**src/hw/rtl/pcpa_pkg.sv**
```systemverilog
// shared types, constants and codes of the per-cpu page allocator
package pcpa_pkg;

  localparam int unsigned NumCpusDefault   = 8;
  localparam int unsigned NumPagesDefault  = 32768;
  localparam int unsigned PageBytesDefault = 4096;

  localparam logic [31:0] RegionStartReset = 32'h8000_0000;
  localparam logic [31:0] RegionStopReset  = 32'h8800_0000;

  localparam int unsigned CfgIndexWidth = 8;

  typedef enum logic [CfgIndexWidth-1:0] {
    CfgRegionStart = 8'd0,
    CfgRegionStop  = 8'd1
  } cfg_idx_e;

  typedef enum logic {
    OpAlloc = 1'b0,
    OpFree  = 1'b1
  } op_e;

  typedef enum logic [1:0] {
    StOk  = 2'd0,
    StOom = 2'd1,
    StBad = 2'd2
  } status_e;

  typedef struct packed {
    logic        op;
    logic [2:0]  cpu;
    logic [31:0] addr;
  } in_t;

  typedef struct packed {
    logic [1:0]  status;
    logic [31:0] page_addr;
    logic [2:0]  from_cpu;
  } out_t;

endpackage

```
**src/hw/rtl/pcpa_addr_check.sv**
```systemverilog
// free address check and page number of a freed address
module pcpa_addr_check #(
  parameter int unsigned NumPages  = pcpa_pkg::NumPagesDefault,
  parameter int unsigned PageBytes = pcpa_pkg::PageBytesDefault
) (
  input  logic [31:0]                 addr_i,
  input  logic [31:0]                 start_i,
  input  logic [31:0]                 stop_i,
  input  logic [32:0]                 base_i,
  output logic                        ok_o,
  output logic [$clog2(NumPages)-1:0] idx_o
);

  localparam int unsigned PB = $clog2(PageBytes);
  localparam int unsigned PW = $clog2(NumPages);

  logic [32:0]   diff;
  logic [32-PB:0] pages;
  logic          aligned, above_start, below_stop, above_base, in_range;

  assign diff        = {1'b0, addr_i} - base_i;
  assign pages       = diff[32:PB];
  assign aligned     = (addr_i[PB-1:0] == '0);
  assign above_start = (addr_i >= start_i);
  assign below_stop  = (addr_i < stop_i);
  assign above_base  = ({1'b0, addr_i} >= base_i);
  assign in_range    = (33'(pages) < 33'(NumPages));

  assign ok_o  = aligned && above_start && below_stop && above_base && in_range;
  assign idx_o = pages[PW-1:0];

endmodule

```
**config.mk**
```make
export PLATFORM = sky130hd
export DESIGN_NAME = pcpa_addr_check
export DESIGN_NICKNAME = d
export VERILOG_FILES = /design/src/hw/rtl/pcpa_pkg.sv /design/src/hw/rtl/pcpa_addr_check.sv
export SDC_FILE = /design/constraint.sdc
export NUM_CORES = 1
export LEC_CHECK = 0
export ABC_AREA = 1
export BUFFER_PORTS_ARGS = -buffer_cell sky130_fd_sc_hd__clkbuf_2
export CORE_MARGIN = 2
export CORE_UTILIZATION = 35
export DETAILED_ROUTE_END_ITERATION = 10
export GPL_ROUTABILITY_DRIVEN = 0
export SYNTH_ARGS = -nofsm -noshare
export SYNTH_HDL_FRONTEND = slang
export SYNTH_SLANG_ARGS = --single-unit
```
**constraint.sdc**
```tcl
create_clock -name vclk -period 1.34
set_input_delay 0.067 -clock vclk [all_inputs]
set_output_delay 0.067 -clock vclk [all_outputs]
set_load 0.005 [all_outputs]
```
==> Word level (Yosys, flattened, before mapping) <==
Index checks and enable logic that the tools add are counted.
{ "classes": {"n_addsub": 1, "n_mul": 0, "n_div": 0, "n_lt_le_gt_ge": 4, "eq_ne": 0, "shifts": 0, "mux": 0, "bitwise_logic": 0, "n_reduce_logical": 5} }
{ "ops": {"columns": ["op", "n"], "rows": [
  [">= comparator 32 x 33 -> 1 bit", 1],
  ["subtractor 32 x 33 -> 33 bit", 1],
  [">= comparator 32 bit", 1],
  ["< comparator 32 bit", 1],
  ["< comparator 21 x 16 -> 1 bit (second input constant)", 1],
  ["logical NOT 12 bit", 1],
  ["logical AND 1 bit", 4]
]} }
{ "word_totals": {"ff_bits": 0, "latch_bits": 0, "ramBits": 0, "mem_bits_ro": 0, "inputBits": 129, "out_inout_bits": 16, "word_cells": 10, "n_memories": 0} }

==> Longest topological paths before layout <==
Gate-level depths: netlist of the first run.
{ "depth": {"word_depth": 5, "mapped_depth": 18, "depth_no_buf": 18} }

==> Worst setup path after synthesis of the first run <==
Ideal clock, no wire load.
{ "synth_timing": {"path_kind": "input to output", "startpoint": "input base_i[13]", "endpoint": "output ok_o", "arrival_ns": 1.418, "required_time_ns": 1.273, "path_slack_ns": -0.145, "stages": 15, "path_buffers": 0, "path_cell_list": "inv_1 -> ha_1 -> nand2_2 -> inv_4 -> a21oi_2 -> inv_1 -> a21oi_2 -> nand2_1 -> nand2_1 -> nand2_1 -> nand2_1 -> nand3_1 -> nor2_1 -> nand2_1 -> nor2_1"} }
{ "synth_via": {"elab_chain_len": 3, "elab_cells_between_ends": 5, "cone_classes": "add/sub: 1; order compare: 2; reduce/logical: 2"} }
{ "synth_rtl": {"columns": ["item", "line_no", "source"], "rows": [
  ["from (decl)", "pcpa_addr_check.sv:9", "input logic [32:0] base_i,"],
  ["subtractor 32 x 33 -> 33 bit / >= comparator 32 x 33 -> 1 bit (equally long branches)", "pcpa_addr_check.sv:21, pcpa_addr_check.sv:26", null],
  ["< comparator 21 x 16 -> 1 bit / logical AND 1 bit (equally long branches)", "pcpa_addr_check.sv:27, pcpa_addr_check.sv:29", null],
  ["logical AND 1 bit (*)", "pcpa_addr_check.sv:29", "assign ok_o = aligned && above_start && below_stop && above_base && in_range;"],
  ["to (decl)", "pcpa_addr_check.sv:10", "output logic ok_o,"]
]} }
Mark *: on every way between the ends. The rest lies on a longest branch, timed or not.

==> Worst setup path after layout of the first run <==
{ "layout_timing": {"startpoint": "input addr_i[1]", "endpoint": "output ok_o"} }
{ "layout_via": {"elab_chain_len": 5, "elab_cells_between_ends": 10, "cone_classes": "add/sub: 1; order compare: 4; reduce/logical: 5"} }
{ "layout_rtl": {"columns": ["item", "line_no", "source"], "rows": [
  ["from (decl)", "pcpa_addr_check.sv:6", "input logic [31:0] addr_i,"],
  ["branches (longest 4 deep; another with subtractor 32 x 33 -> 33 bit)", null, null],
  ["logical AND 1 bit (*)", "pcpa_addr_check.sv:29", null]
]} }
Mark *: on every way between the ends.

==> metrics, run 1 <==
outcome=finished, violations left; violated checks=setup timing; most common library cell in the layout ignoring fill and taps=nand2_1; Max Slew Vio Count=0; GR met1 Demand/Resource=0.2861; starting utilization of the core area=0.3590; number of warnings reported in the yosys synthesis log=0; placed cell count=1077; fill cell total of the finished layout=967; syn_area_per_cell=roughly 5.5 sq um; maximum resistive drop on vdd=0.0002083 V; die outline width=roughly 110 um; part of the cycle the worst path needs=1.405; relative area change from synthesis to final layout=81.99%; drt via density=roughly 4.8; via count of the first global-routing pass=5010; transition time of the tightest slew-check pin=0.3157 ns; Hold Slack=0.6136 ns; top fanout value on the critical path=3; number of diodes added for antenna fixing=0; Final Instance Count excl. Fillers=1103; maximum number of pins on one net before global-route repair=6; leakage power summed over all cells=0.003936 uW; min-delay src=addr_i[16]; RSZ-0062 raised after global routing=yes; required time at the worst-slack endpoint=1.27 ns; placed cell areas=around 6000 sq um; layout clock buffer count=0; number of buffers inserted for hold repair after clock tree synthesis=0; number of endpoints with negative hold slack in the final report=0; worst max-slew margin expressed relative to the limit=0.7880; fraction of layout instances using a drive strength above 1=0.4974; total number of sequential cells=0; number of antenna violations at the first check in global routing=0; num ports=around 150; worst setup slack after layout=-0.5422 ns; worst hold path class=in -> out; half-perimeter wire length after detailed placement=~12000 um; DR pass1 iterations=5; max cap viols=0; footprint of the flip-flops and latches=0 sq um; synthesized net count=928; Yosys cell types=29; floorplan die area=roughly 12000 sq um; kind of end point of the critical path=primary output; per-cell routed wire length=12.78 um; netlist area before placement=3891 sq um; Core Area=~11000 sq um; clock period minus worst slack=approximately 1.9 ns; Cells after Synth=704; DRC Markers=0; final cell area excluding filler cells=7082 sq um; WS Path Type=in -> out; number of endpoints failing setup at the final stage=16; gr ovfl total=0; overall via count from detail_route=between 5000 and 6000; row cnt=38; Seq/Total Area, Yosys=0; Power per Cell Area=413.5 nW/um^2; count of nets left with antenna violations after detail routing=0; GRT Util Overall=0.2195; critical path arrival=1.82 ns; wire length of the first global-routing pass=21600 um; highest-count cells in the layout ignoring fill and taps=nand2_1 (147), inv_1 (123), clkbuf_2 (107); startpoint of the worst setup timing path=addr_i[1]; input/output buffers=145; met3 GRT Util=0.009484; met2 routing resource usage after global routing=0.4105; upper clock frequency limit=between 0.5 and 0.6 GHz; final-stage net count=1189; Chip Height=109.4 um; wire length reported by the detailed router=14090 um; number of violations reported at the end of detailed-routing iteration 0=between 200 and 250; Most Used Layer, Global Route=met2; kind of launch point of the worst setup path=input pin
-- power by group --
| group | switching [uW] | total (uW) | internal, uW | leakage, uW |
|---|---|---|---|---|
| Combinational | 1480 | 2930 | 1440 | 0.00394 |
| Clock | 0 | 0 | 0 | 0 |
| Sequential | 0 | 0 | 0 | 0 |
| Total | 1480 | 2930 | 1440 | 0.00394 |
-- per-layer routing --
metal  share of wire  vias to the layer above
li1                -                     2742
met1            0.44                     2356
met2            0.51                      147
met3           0.039                       14
met4           0.012                        0
met5               0                        -
-- kinds of logic after synthesis --
logic type                 count (synthesis)  share of synthesized area
buffers and inverters                    161                     0.1563
AOI/OAI and AO/OA                         88                     0.1222
and+or+nand+nor                          345                     0.3823
xor gates and xnor gates                  15                    0.03376
adders and majority gates                 95                     0.3055
-- through the flow --
step	setup slack, ns	util	total power (uW)	TNS, ns
2_1_floorplan	-0.04216	-	1265	-0.06596
3_5_place_dp	-0.9238	0.5384	2240	-6.210
5_1_grt	-0.6864	0.6533	3207	-6.681
4_1_cts	-0.6150	0.5910	2537	-4.444
6_report	-0.5422	0.6533	2928	-5.313
3_3_place_gp	-0.9954	0.5384	2197	-6.221
-- synth_stat cells (all sizes together), types with 5 or more instances --
cell type | instances | area (sq um)
a21oi | 57 | 292.8
ha | 95 | 1189
inv | 160 | 603.1
nand2 | 210 | 830.8
nand3 | 38 | 190.2
nand4 | 6 | 37.54
nor2 | 74 | 297.8
nor3 | 9 | 60.06
nor4 | 5 | 50.05
o21a | 5 | 37.54
o21ai | 20 | 100.1
xnor2 | 5 | 43.79
xor2 | 10 | 87.58
-- cell type report --
class,count,area [sq um],area share
Multi-Input combinational cell,543,4422,0.6244
Timing Repair Buffer,259,1846,0.2606
Inverter,161,639.4,0.09028
Tap cell,140,175.2,0.02473
-- what timing repair did --
item                       in CTS  in global routing
setup endpoints to repair      16                 16
setup buffers                  13                 17
gates resized for setup       113                169
pin swaps                      67                 73
-- path summary, 6_finish.rpt --
path                        to  depth (start not counted)
worst min-delay path  idx_o[4]                          4
worst max-delay path      ok_o                         17
-- critical path, cell delays in order --
cell,delay (ns)
clkbuf_2,0.12
buf_4,0.15
ha_1,0.28
nand2_1,0.07
nand2_1,0.06
nand3_1,0.07
nand2_1,0.07
nand2_1,0.06
nand2_1,0.08
nand2_1,0.07
nand2_1,0.09
nand2_1,0.10
nand3_1,0.09
nor2_1,0.11
nand2_1,0.07
nor2_2,0.13
buf_2,0.12
No activity file was read; power rests on OpenSTA's default activity.
==> inputs of run 2 (changes only) <==
--- a/config.mk
+++ b/config.mk
@@ -5,7 +5,6 @@
 export SDC_FILE = /design/constraint.sdc
 export NUM_CORES = 1
 export LEC_CHECK = 0
-export ABC_AREA = 1
 export BUFFER_PORTS_ARGS = -buffer_cell sky130_fd_sc_hd__clkbuf_2
 export CORE_MARGIN = 2
 export CORE_UTILIZATION = 35
==> run 2 against run 1 <==
Compared with the run above: sequential share of layout area unchanged; critical path depth decreased by 4; via count decreased by 20%; setup slack got worse by 0.66 ns; combinational power decreased by 22%; the run still ends with setup timing left.
==> metrics, run 2 <==
Seq/Total Area, Yosys=0; number of buffer and inverter instances along the worst setup path=3; leakage power summed over all cells=around 0.0031 uW; count of nets left with antenna violations after detail routing=0; relative area change from synthesis to final layout=75.99%; top fanout value on the critical path=3; most common library cell in the layout ignoring fill and taps=clkbuf_2; highest-count cells in the layout ignoring fill and taps=clkbuf_2 (126), buf_4 (104), inv_1 (89); total number of sequential cells=0; worst setup slack after layout=-1.202 ns; Area contributors post-synth=ha_1 (37%), inv_1 (11%), a21oi_1 (7.0%); master of the slowest instance on the critical path=o31ai_2; Chip Height=99.93 um; wire length reported by the detailed router=11040 um; startpoint of the worst setup timing path=addr_i[11]; input/output buffers=145; list of most frequent post-synthesis cells=inv_1 (98), ha_1 (95), a21oi_1 (45), nand2_1 (36), o21ai_0 (22); drt via density=5.047; number of warnings reported in the yosys synthesis log=0; compound-gate portion of the synthesized area=0.2793; largest family of logic cells by synthesized area=adder cells; proportion of synthesized area in mux cells=0.003108; part of the cycle the worst path needs=1.897; final-stage net count=949; cell-by-cell listing of the critical path=buf_8 -> buf_12 -> ha_4 -> nand4_1 -> nor3_1 -> o21ai_1 -> o211ai_2 -> a311oi_2 -> o31ai_2 -> a31oi_1 -> xnor2_1 -> nor4_2 -> buf_2; floorplan die area=9985 sq um; area share of xor/xnor cells in the synthesized design=0.05167; delay contributed by the slowest stage of the critical path=0.33 ns; number of buffers inserted for hold repair after clock tree synthesis=0; DRC Markers=0; row cnt=35; die outline width=99.93 um; fraction of layout instances using a drive strength above 1=0.4799; Max Slew Vio Count=0; synthesized net count=692; per-cell routed wire length=around 13 um; syn_area_per_cell=6.882 sq um; number of diodes added for antenna fixing=0; end point of the critical path=ok_o; gr ovfl total=0; footprint of the flip-flops and latches=0 sq um; num ports=145; adder-cell share of the synthesized area=0.3691; maximum number of pins on one net before global-route repair=8; top cell type by total area after synthesis=ha_1; upper clock frequency limit=0.3933 GHz; kind of end point of the critical path=primary output; Yosys cell types=45; number of endpoints failing setup at the final stage=16; required time at the worst-slack endpoint=1.27 ns; half-perimeter wire length after detailed placement=9612 um; via count of the first global-routing pass=4218; share of the synthesized area in the top cell type=0.3691; layout clock buffer count=0; worst hold path class=in -> out; wire length of the first global-routing pass=18230 um; Hold Slack=0.6816 ns; number of violations reported at the end of detailed-routing iteration 0=102; Setup Total Neg Slack=-11.84 ns; violated checks=setup timing; GRT Util Overall=0.2153; RSZ-0062 raised after global routing=yes; Cells after Synth=roughly 470; outcome=finished, violations left; total stage count of the critical path=13; max cap viols=0; WS Path Type=in -> out; starting utilization of the core area=0.3553; most used standard cell by instance count after synthesis=inv_1; number of antenna violations at the first check in global routing=0; Core Area=9065 sq um; transition time of the tightest slew-check pin=~0.47 ns; DR pass1 iterations=5; Power per Cell Area=404.5 nW/um^2; worst max-slew margin expressed relative to the limit=0.6865; critical path arrival=2.48 ns; netlist area before placement=3221 sq um; maximum resistive drop on vdd=~0.00019 V; clock period minus worst slack=2.542 ns; number of endpoints with negative hold slack in the final report=0; overall via count from detail_route=between 4000 and 5000; kind of launch point of the worst setup path=input pin; Post-Synth Simple-Gate Area=0.1709; critical path's top delay family=compound AO/OA/AOI/OAI gates
-- run 2: cell types whose count changed after synthesis, moves of 8 or more --
| cell | before | now |
|---|---|---|
| inv_1 | 155 | 98 |
| a31oi_1 | 1 | 10 |
| nand4_1 | 6 | 16 |
| a21o_1 | 2 | 16 |
| nor2_2 | 8 | 0 |
| a21oi_1 | 55 | 45 |
| nand2_1 | 197 | 36 |
| nor2_1 | 66 | 17 |
| nand2_2 | 11 | 0 |
| nand3_1 | 38 | 5 |
-- run 2: worst min-delay path by stage --
stage / start / to / slack (ns) / depth (start not counted)
2_1_floorplan: addr_i[13] / idx_o[1] / 0.33 / 2
3_3_place_gp: base_i[17] / idx_o[5] / 0.67 / 5
3_5_place_dp: base_i[17] / idx_o[5] / 0.66 / 5
4_1_cts: base_i[17] / idx_o[5] / 0.66 / 5
5_1_grt: base_i[14] / idx_o[3] / 0.73 / 6
6_report: base_i[17] / idx_o[5] / 0.68 / 5
-- run 2: cells by family (layout without fill, tap and decap cells) --
kind of cell	Yosys count	in the layout
adder cells (fa/ha/maj)	95	95
buffers and inverters	107	362
XOR/XNOR	19	19
multiplexers	1	1
AO/OA/AOI/OAI	138	138
AND/OR/NAND/NOR	108	108
-- run 2: layout make-up --
| cell class | count | area, sq um |
|---|---|---|
| inverter | 98 | 390.4 |
| tap | 111 | 138.9 |
| fill | 827 | 3397 |
| multi-input combinational | 361 | 3342 |
| timing repair buffer | 264 | 1797 |
-- run 2: metrics by stage --
stage          power (uW)  cell area [sq um]  setup slack [ns]  std cells    util
2_1_floorplan        1061               3522           -0.6868        468       -
3_3_place_gp         1965               5170            -1.347        824  0.5703
3_5_place_dp         2002               5170            -1.347        824  0.5703
4_1_cts              2232               5583            -1.175        833  0.6159
5_1_grt              2542               5668            -1.352        834  0.6253
6_report             2293               5668            -1.202        834  0.6253
-- run 2: timing repair --
action | CTS | global route
endpoints found under the setup margin | 16 | 16
gates resized for setup | 62 | 33
pin swaps | 35 | 29
buffers inserted | 19 | 5
-- run 2: layer usage --
metal | share of wire | vias to the layer above | track usage
li1 | - | 2185 | -
met1 | 0.46 | 1906 | 0.2834
met2 | 0.49 | 106 | 0.4054
met3 | 0.037 | 12 | 0.006964
met4 | 0.011 | 0 | 0.01897
met5 | 0 | - | 0
-- run 2: where the power goes --
group / switching (uW) / internal, uW / total [uW]
combinational: 1050 / 1240 / 2290
clock: 0 / 0 / 0
sequential: 0 / 0 / 0
total: 1050 / 1240 / 2290
